### config.mk
export PLATFORM = sky130hd
export DESIGN_NAME = difficulty_retarget
export DESIGN_NICKNAME = d
export VERILOG_FILES = /design/src/sv/dr_pkg.sv /design/src/sv/dr_front.sv /design/src/sv/dr_queue.sv /design/src/sv/dr_back.sv /design/src/sv/difficulty_retarget.sv
export SDC_FILE = /design/constraint.sdc
export NUM_CORES = 2
export LEC_CHECK = 0
export ABC_AREA = 1
export BUFFER_PORTS_ARGS = -buffer_cell sky130_fd_sc_hd__buf_2
export CAP_MARGIN = 20
export CORE_UTILIZATION = 55
export DETAILED_ROUTE_END_ITERATION = 8
export GPL_ROUTABILITY_DRIVEN = 0
export HOLD_SLACK_MARGIN = 0.1
export PLACE_DENSITY_LB_ADDON = 0.2
export SLEW_MARGIN = 20
export SYNTH_ARGS = -nofsm -noshare
export SYNTH_HDL_FRONTEND = slang
export SYNTH_SLANG_ARGS = --single-unit
### constraint.sdc
create_clock -name clock -period 25.7 [get_ports clock]
set_input_delay 2.57 -clock clock [delete_from_list [all_inputs] [get_ports clock]]
set_output_delay 2.57 -clock clock [all_outputs]
set_load 0.01 [all_outputs]
### src/sv/dr_pkg.sv
// ----------------------------------------------------------------------------
// dr_pkg
// shared types and constants for the difficulty retarget block
// ----------------------------------------------------------------------------
package dr_pkg;

   localparam int QUEUE_DEPTH = 4;

   localparam logic [2:0] CSR_NO_RETARGET = 3'd0;
   localparam logic [2:0] CSR_TIMESPAN    = 3'd1;
   localparam logic [2:0] CSR_LIMIT_0     = 3'd2;
   localparam logic [2:0] CSR_LIMIT_1     = 3'd3;
   localparam logic [2:0] CSR_LIMIT_2     = 3'd4;
   localparam logic [2:0] CSR_LIMIT_3     = 3'd5;

   // classified request handed from front to back
   typedef struct packed {
      logic        bypass;
      logic [31:0] bits;
      logic        zero_ts;
      logic        kill;
      logic [4:0]  byte_sh;
      logic [54:0] product;
   } entry_type;

   typedef struct packed {
      logic busy;
   } back_status_type;

endpackage

### src/sv/dr_front.sv
// ----------------------------------------------------------------------------
// dr_front
// accepts requests, clamps the window span, splits the compact word and
// multiplies the mantissa by the span
// ----------------------------------------------------------------------------
module dr_front import dr_pkg::*; (
   input  logic            clock,
   input  logic            reset,
   input  logic            req_push,
   output logic            req_full,
   input  logic [31:0]     req_last_bits,
   input  logic [31:0]     req_last_block_time,
   input  logic [31:0]     req_first_block_time,
   input  logic            no_retarget,
   input  logic [29:0]     target_timespan,
   input  logic            q_full,
   output logic            q_push,
   output entry_type       q_data
);

   logic        vld_ff, vld_in;
   logic        bypass_ff, zero_ts_ff, kill_ff;
   logic [31:0] bits_ff;
   logic [22:0] mant_ff, mant_in;
   logic [31:0] span_ff, span_in;
   logic [4:0]  sh_ff, sh_in;
   logic        kill_in;
   logic        accept;
   logic [32:0] diff;
   logic [31:0] lo, hi;
   logic [7:0]  size;
   logic [7:0]  size_m3;

   assign accept   = req_push && !req_full;
   assign req_full = vld_ff && q_full;
   assign q_push   = vld_ff && !q_full;
   assign vld_in   = accept || (vld_ff && q_full);

   assign diff    = {1'b0, req_last_block_time} - {1'b0, req_first_block_time};
   assign lo      = {4'd0, target_timespan[29:2]};
   assign hi      = {target_timespan, 2'b00};
   assign size    = req_last_bits[31:24];
   assign size_m3 = size - 8'd3;

   always_comb begin
      if (diff[32] || diff[31:0] < lo) begin
         span_in = lo;
      end else if (diff[31:0] > hi) begin
         span_in = hi;
      end else begin
         span_in = diff[31:0];
      end
      if (size <= 8'd3) begin
         mant_in = req_last_bits[22:0] >> {3'd3 - {1'b0, size[1:0]}, 3'b000};
         sh_in   = 5'd0;
         kill_in = 1'b0;
      end else begin
         mant_in = req_last_bits[22:0];
         sh_in   = size_m3[4:0];
         kill_in = (size_m3 >= 8'd32);
      end
   end

   always_ff @(posedge clock) begin
      if (reset) begin
         vld_ff <= 1'b0;
      end else begin
         vld_ff <= vld_in;
      end
      if (accept) begin
         bits_ff    <= req_last_bits;
         bypass_ff  <= no_retarget;
         zero_ts_ff <= (target_timespan == 30'd0);
         kill_ff    <= kill_in;
         mant_ff    <= mant_in;
         span_ff    <= span_in;
         sh_ff      <= sh_in;
      end
   end

   always_comb begin
      q_data.bypass  = bypass_ff;
      q_data.bits    = bits_ff;
      q_data.zero_ts = zero_ts_ff;
      q_data.kill    = kill_ff;
      q_data.byte_sh = sh_ff;
      q_data.product = 55'(mant_ff * span_ff);
   end

endmodule

### src/sv/dr_queue.sv
// ----------------------------------------------------------------------------
// dr_queue
// short queue between front and back
// ----------------------------------------------------------------------------
module dr_queue import dr_pkg::*; #(
   parameter int Depth = QUEUE_DEPTH
) (
   input  logic      clock,
   input  logic      reset,
   input  logic      push,
   input  entry_type push_data,
   output logic      full,
   input  logic      pop,
   output entry_type pop_data,
   output logic      empty
);

   localparam int AW = (Depth > 1) ? $clog2(Depth) : 1;
   localparam int CW = $clog2(Depth + 1);

   entry_type     mem [Depth];
   logic [AW-1:0] wr_ff, rd_ff;
   logic [CW-1:0] cnt_ff;

   assign full     = (cnt_ff == CW'(Depth));
   assign empty    = (cnt_ff == '0);
   assign pop_data = mem[rd_ff];

   always_ff @(posedge clock) begin
      if (push) begin
         mem[wr_ff] <= push_data;
      end
      if (reset) begin
         wr_ff  <= '0;
         rd_ff  <= '0;
         cnt_ff <= '0;
      end else begin
         if (push) begin
            wr_ff <= (wr_ff == AW'(Depth - 1)) ? '0 : wr_ff + 1'b1;
         end
         if (pop) begin
            rd_ff <= (rd_ff == AW'(Depth - 1)) ? '0 : rd_ff + 1'b1;
         end
         cnt_ff <= cnt_ff + CW'(push) - CW'(pop);
      end
   end

endmodule

### src/sv/dr_back.sv
// ----------------------------------------------------------------------------
// dr_back
// bit-serial long division by the timespan, limit compare and compact encode
// ----------------------------------------------------------------------------
module dr_back import dr_pkg::*; (
   input  logic            clock,
   input  logic            reset,
   input  logic            q_empty,
   input  entry_type       q_data,
   output logic            q_pop,
   input  logic [29:0]     target_timespan,
   input  logic [255:0]    limit,
   output back_status_type status,
   output logic            rsp_empty,
   input  logic            rsp_pop,
   output logic [31:0]     rsp_new_bits
);

   typedef enum logic [1:0] {IDLE, DIVIDE, FINISH} state_type;

   state_type    state_ff;
   logic [7:0]   cnt_ff;
   logic [255:0] div_ff, quo_ff;
   logic [29:0]  rem_ff;
   logic         gt_ff, lt_ff, qseen_ff, lseen_ff, zero_ts_ff;
   logic [8:0]   qlen_ff, llen_ff;
   logic         rvld_ff;
   logic [31:0]  rbits_ff;

   logic         res_free;
   logic         rsp_load;
   logic [30:0]  cur;
   logic         qbit, lbit;
   logic [30:0]  cur_sub;
   logic         cap;
   logic [255:0] val;
   logic [8:0]   vlen;
   logic [5:0]   size;
   logic [279:0] win;
   logic [23:0]  c;
   logic [31:0]  enc;
   logic [255:0] load_div;

   assign res_free     = !rvld_ff || rsp_pop;
   assign rsp_empty    = !rvld_ff;
   assign rsp_new_bits = rbits_ff;
   assign status.busy  = (state_ff != IDLE);
   assign q_pop        = (state_ff == IDLE) && !q_empty && (!q_data.bypass || res_free);
   assign rsp_load     = ((state_ff == IDLE) && q_pop && q_data.bypass) ||
                         ((state_ff == FINISH) && res_free);

   assign load_div = q_data.kill ? '0 : ({201'd0, q_data.product} << {q_data.byte_sh, 3'b000});

   assign cur     = {rem_ff, div_ff[255]};
   assign qbit    = (cur >= {1'b0, target_timespan});
   assign cur_sub = cur - {1'b0, target_timespan};
   assign lbit    = limit[~cnt_ff];

   always_comb begin
      cap  = gt_ff || zero_ts_ff;
      val  = cap ? limit : quo_ff;
      vlen = cap ? llen_ff : qlen_ff;
      size = 6'((vlen + 9'd7) >> 3);
      win  = {val, 24'd0} >> {size, 3'b000};
      c    = win[23:0];
      if (c[23]) begin
         enc = {2'b00, 6'(size + 6'd1), 8'd0, c[23:8]};
      end else begin
         enc = {2'b00, size, c};
      end
   end

   always_ff @(posedge clock) begin
      if (reset) begin
         state_ff <= IDLE;
         rvld_ff  <= 1'b0;
      end else begin
         if (rsp_pop && rvld_ff && !rsp_load) begin
            rvld_ff <= 1'b0;
         end
         case (state_ff)
            IDLE: begin
               if (q_pop) begin
                  if (q_data.bypass) begin
                     rvld_ff  <= 1'b1;
                     rbits_ff <= q_data.bits;
                  end else begin
                     state_ff   <= DIVIDE;
                     cnt_ff     <= 8'd0;
                     div_ff     <= load_div;
                     rem_ff     <= '0;
                     gt_ff      <= 1'b0;
                     lt_ff      <= 1'b0;
                     qseen_ff   <= 1'b0;
                     lseen_ff   <= 1'b0;
                     qlen_ff    <= '0;
                     llen_ff    <= '0;
                     zero_ts_ff <= q_data.zero_ts;
                  end
               end
            end
            DIVIDE: begin
               div_ff <= {div_ff[254:0], 1'b0};
               quo_ff <= {quo_ff[254:0], qbit};
               rem_ff <= qbit ? cur_sub[29:0] : cur[29:0];
               if (!gt_ff && !lt_ff && (qbit != lbit)) begin
                  gt_ff <= qbit;
                  lt_ff <= lbit;
               end
               if (qbit && !qseen_ff) begin
                  qseen_ff <= 1'b1;
                  qlen_ff  <= 9'd256 - {1'b0, cnt_ff};
               end
               if (lbit && !lseen_ff) begin
                  lseen_ff <= 1'b1;
                  llen_ff  <= 9'd256 - {1'b0, cnt_ff};
               end
               cnt_ff <= cnt_ff + 8'd1;
               if (cnt_ff == 8'd255) begin
                  state_ff <= FINISH;
               end
            end
            FINISH: begin
               if (res_free) begin
                  rvld_ff  <= 1'b1;
                  rbits_ff <= enc;
                  state_ff <= IDLE;
               end
            end
            default: begin
               state_ff <= IDLE;
            end
         endcase
      end
   end

endmodule

### src/sv/difficulty_retarget.sv
// ----------------------------------------------------------------------------
// difficulty_retarget
// compact target retarget: clamp span, scale target, divide, cap, re-encode
//
//   channel  ports                                   direction
//   request  req_push/req_full, req_* fields         in
//   result   rsp_empty/rsp_pop, rsp_new_bits         out
//   csr      csr_wr_en, csr_index, csr_wdata         in
//
// a retarget request is held in the back end by the one bit per cycle long
// division over 256 bits; a request with retargeting off skips the division;
// the front accepts one request a cycle until the queue between front and
// back fills; reset is synchronous and clears the queue and all control state
// a result waiting on rsp_pop stalls the back end in its final step, and
// holds a request with retargeting off in the queue
// ----------------------------------------------------------------------------
module difficulty_retarget import dr_pkg::*; #(
   parameter int QueueDepth = QUEUE_DEPTH
) (
   input  logic        clock,
   input  logic        reset,
   input  logic        req_push,
   output logic        req_full,
   input  logic [31:0] req_last_bits,
   input  logic [31:0] req_last_block_time,
   input  logic [31:0] req_first_block_time,
   output logic        rsp_empty,
   input  logic        rsp_pop,
   output logic [31:0] rsp_new_bits,
   input  logic        csr_wr_en,
   input  logic [2:0]  csr_index,
   input  logic [63:0] csr_wdata
);

   logic            no_retarget_ff;
   logic [29:0]     timespan_ff;
   logic [63:0]     limit_ff [4];
   logic [255:0]    limit;
   logic            q_push, q_full, q_pop, q_empty;
   entry_type       q_in, q_out;
   back_status_type back_st;

   assign limit = {limit_ff[3], limit_ff[2], limit_ff[1], limit_ff[0]};

   always_ff @(posedge clock) begin
      if (reset) begin
         no_retarget_ff <= 1'b0;
         timespan_ff    <= 30'd7200;
         limit_ff[0]    <= '1;
         limit_ff[1]    <= '1;
         limit_ff[2]    <= '1;
         limit_ff[3]    <= 64'h0000_0000_FFFF_FFFF;
      end else if (csr_wr_en) begin
         case (csr_index)
            CSR_NO_RETARGET: no_retarget_ff <= csr_wdata[0];
            CSR_TIMESPAN:    timespan_ff    <= csr_wdata[29:0];
            CSR_LIMIT_0:     limit_ff[0]    <= csr_wdata;
            CSR_LIMIT_1:     limit_ff[1]    <= csr_wdata;
            CSR_LIMIT_2:     limit_ff[2]    <= csr_wdata;
            CSR_LIMIT_3:     limit_ff[3]    <= csr_wdata;
            default: begin
            end
         endcase
      end
   end

   dr_front u_front (
      .clock                (clock),
      .reset                (reset),
      .req_push             (req_push),
      .req_full             (req_full),
      .req_last_bits        (req_last_bits),
      .req_last_block_time  (req_last_block_time),
      .req_first_block_time (req_first_block_time),
      .no_retarget          (no_retarget_ff),
      .target_timespan      (timespan_ff),
      .q_full               (q_full),
      .q_push               (q_push),
      .q_data               (q_in)
   );

   dr_queue #(.Depth(QueueDepth)) u_queue (
      .clock     (clock),
      .reset     (reset),
      .push      (q_push),
      .push_data (q_in),
      .full      (q_full),
      .pop       (q_pop),
      .pop_data  (q_out),
      .empty     (q_empty)
   );

   dr_back u_back (
      .clock           (clock),
      .reset           (reset),
      .q_empty         (q_empty),
      .q_data          (q_out),
      .q_pop           (q_pop),
      .target_timespan (timespan_ff),
      .limit           (limit),
      .status          (back_st),
      .rsp_empty       (rsp_empty),
      .rsp_pop         (rsp_pop),
      .rsp_new_bits    (rsp_new_bits)
   );

   a_pop_idle: assert property (@(posedge clock) disable iff (reset)
      q_pop |-> !back_st.busy) else $error("queue popped while back end busy");

   a_push_room: assert property (@(posedge clock) disable iff (reset)
      q_push |-> !q_full) else $error("queue pushed while full");

   a_pop_data: assert property (@(posedge clock) disable iff (reset)
      q_pop |-> !q_empty) else $error("queue popped while empty");

endmodule

==> metrics <==
Syn Inst Count 11010; PortBufs 201; post-route minimum period 7411 ps; Die W 419.9 µm; drt pass-1 iters 9; met2 usage 51.11%; Crit path largest cell delay 1110 ps; Finish-stage setup viols 0; first-pass GRT wire length 467400 µm; normalized max-slew margin 8.091%; CP top delay family adder cells; core area 0.1725 mm²; most common cell after layout, fill and taps aside nand2_1; register area share after synthesis 42.69%; Detail Route Antenna Nets 0; Net count, final 11990; row count 152; max-slew violations 0; area of the mapped netlist 0.09604 mm²; WP buf/inv 4; met1 usage 47.49%; total grt overflow 0; register-to-register setup slack 18290 ps; worst path cell trace nand2_1 -> fa_1 -> fa_1 -> inv_1 -> fa_1 -> fa_1 -> fa_1 -> fa_1 -> inv_1 -> fa_1 -> inv_1 -> ha_1 -> nand2_1 -> inv_1 -> nand2_1 -> nor2_1 -> nand4_1 -> o21ai_0 -> a21oi_1 -> o21ai_0 -> xor2_1; Top cell by count, worst path fa_1; largest area contributor in the netlist edfxtp_1; CP max FO 23; largest net degree at the start of global routing 250; htree depth 4; Synth cell types 65; type of origin of the critical path flop; vias in the first global route 76700; routed vias/inst 6.038; DP Worst Slack 17710 ps; Peak Freq 134.9 MHz; CTS Sinks 1380; Remaining DRCs 12; WP data arrival 8010 ps; Synth top area share 41.77%; Final Hold Fails 0; # IOs 202; CP required 26300 ps; Max Cap Violations 0; setup_tns 0 ps; worst hold stages 0; RSZ-0062 raised after global routing false; CTS tree built; Worst path slowest cell edfxtp_1; clk_lat worst skew 820 ps; GRT busiest layer met2; hold endpoint u_back.quo_ff[220]; Post-DP HPWL 220200 µm; synth warn 0; Mean Syn Cell Area 8.720 µm²; post-cts gate resize count 0; initial antenna violation count 32; height of the die 419.9 µm; Tightest Hold Check Type flop to flop; Reg-to-Reg End u_queue.mem[2][53]; Overall Global Routing Usage 35.30%; die footprint 0.1763 mm²; RR Startpoint u_front.span_ff[16]; Yosys reg bits 1380; share of layout cells above drive strength 1 6.274%; DR vias 80470; Clock transition at path regs 60 ps; top cells by area, synth edfxtp_1 42%, fa_1 13%, nand2_1 13%, inv_1 5.8%, o21ai_0 4.8%; Setup Buffers After CTS 0; # fillers 14930; Post-Route WL 310900 µm; initial core utilization 55.67%; critical path class flop to flop; failing checks design-rule violations; met3 track utilization from global routing 11.28%; commonest cells after routing, fill and taps aside 3233 x nand2_1, 1490 x inv_1, 1336 x edfxtp_1; clock skew 39.79 ps; Routed WL per cell 23.33 µm; worst-case reg-to-reg path depth 21; Num CTS Buffers 147; final worst slack 18290 ps; number of enable flip-flop cells after synthesis 1336; worst-case clock buffer depth 3; Min-Delay Startpoint u_back.quo_ff[219]; Syn Nets 12120; worst-margin pin slew 1379 ps; Async S/R FF share, synth 0%; crit end category flop; DR iter-0 viols 12450; status finished, violations left; Final Cycle Share 28.84%; CTS Hold Bufs 0; Area Overhead vs Synth 7.738%; Clock Tree Root clkbuf_16; top_reg_cell synth edfxtp_1
[flip-flops by register name, indices dropped and copies added (netlist names), 2 cells and up, named ones only]
| register | count |
|---|---|
| u_back.div_ff | 256 |
| u_front.sh_ff | 5 |
| u_back.llen_ff | 9 |
| u_back.rsp_new_bits | 32 |
| u_front.bits_ff | 32 |
| u_back.cnt_ff | 8 |
| u_queue.mem | 380 |
| u_front.span_ff | 32 |
| u_queue.cnt_ff | 3 |
| u_back.qlen_ff | 9 |
| u_back.quo_ff | 256 |
| u_back.rem_ff | 30 |
| limit_ff | 256 |
| u_queue.rd_ff | 2 |
| u_front.mant_ff | 23 |
| u_back.state_ff | 2 |
| u_queue.wr_ff | 2 |
| timespan_ff | 30 |
[logic make-up (layout without fill, tap and decap cells)]
logic type | after synthesis | after routing | share of synthesized area, %
adders and majority gates | 941 | 941 | 17.18
DFF | 1380 | 1380 | 42.69
xor gates and xnor gates | 113 | 113 | 1.031
AOI/OAI and AO/OA | 1675 | 1675 | 9.719
muxes | 113 | 113 | 1.191
other | 0 | 22 | 0
buffers and inverters | 2135 | 2119 | 8.640
and+or+nand+nor | 4656 | 4656 | 19.54
[cells in the mapped netlist (all sizes together), types with 66 or more instances]
cell type  instances
fa               630
ha               311
nand2           3251
mux2i            113
or2               72
buf              202
a21oi            374
edfxtp          1336
o21ai            943
nor2             634
o211ai            85
xor2              66
clkbuf           418
inv             1509
nand3            571
[final cells by class]
cell class / count / area [µm²] / area share [%]
flip-flops and latches: 1380 / 41000 / 39.63
repair buffers: 337 / 2166 / 2.093
well taps: 2310 / 2890 / 2.793
multi-input cells: 7498 / 46950 / 45.37
inverters: 1515 / 5712 / 5.520
clock buffers: 181 / 3837 / 3.709
diodes: 22 / 55.05 / 0.05321
clock inverters: 86 / 857.1 / 0.8284
[through the flow]
stage | hold WS, ps | area (µm²) | instances | util (%)
final | 429.4 | 103500 | 13330 | 59.98
after global placement | 420.6 | 98550 | 13030 | 57.13
after detailed placement | 426.3 | 98610 | 13040 | 57.17
after global routing | 435.4 | 103400 | 13320 | 59.97
after floorplan | 409.0 | 96040 | 11010 | -
after CTS | 411.1 | 103300 | 13300 | 59.89
[metal layers]
layer / vias to the layer above / share of wire (%)
li1: 35520 / -
met1: 38690 / 38
met5: - / 0.10
met2: 5254 / 42
met3: 989 / 14
met4: 18 / 5.8
[worst max path at each step]
| stage | slack (ps) | from | depth (start not counted) | to |
|---|---|---|---|---|
| 2_1_floorplan | 370 | rsp_pop | 8 | u_back.qlen_ff[0] |
| 3_3_place_gp | 17830 | req_last_block_time[0] | 23 | u_front.span_ff[7] |
| 3_5_place_dp | 17710 | req_last_block_time[0] | 23 | u_front.span_ff[1] |
| 4_1_cts | 18320 | u_front.span_ff[16] | 21 | u_queue.mem[2][53] |
| 5_1_grt | 17830 | u_front.span_ff[17] | 21 | u_queue.mem[2][53] |
| 6_report | 18290 | u_front.span_ff[16] | 21 | u_queue.mem[2][53] |
Power is not shown: default switching activity piles up to over one toggle a cycle in this logic, so the estimate is an artifact.
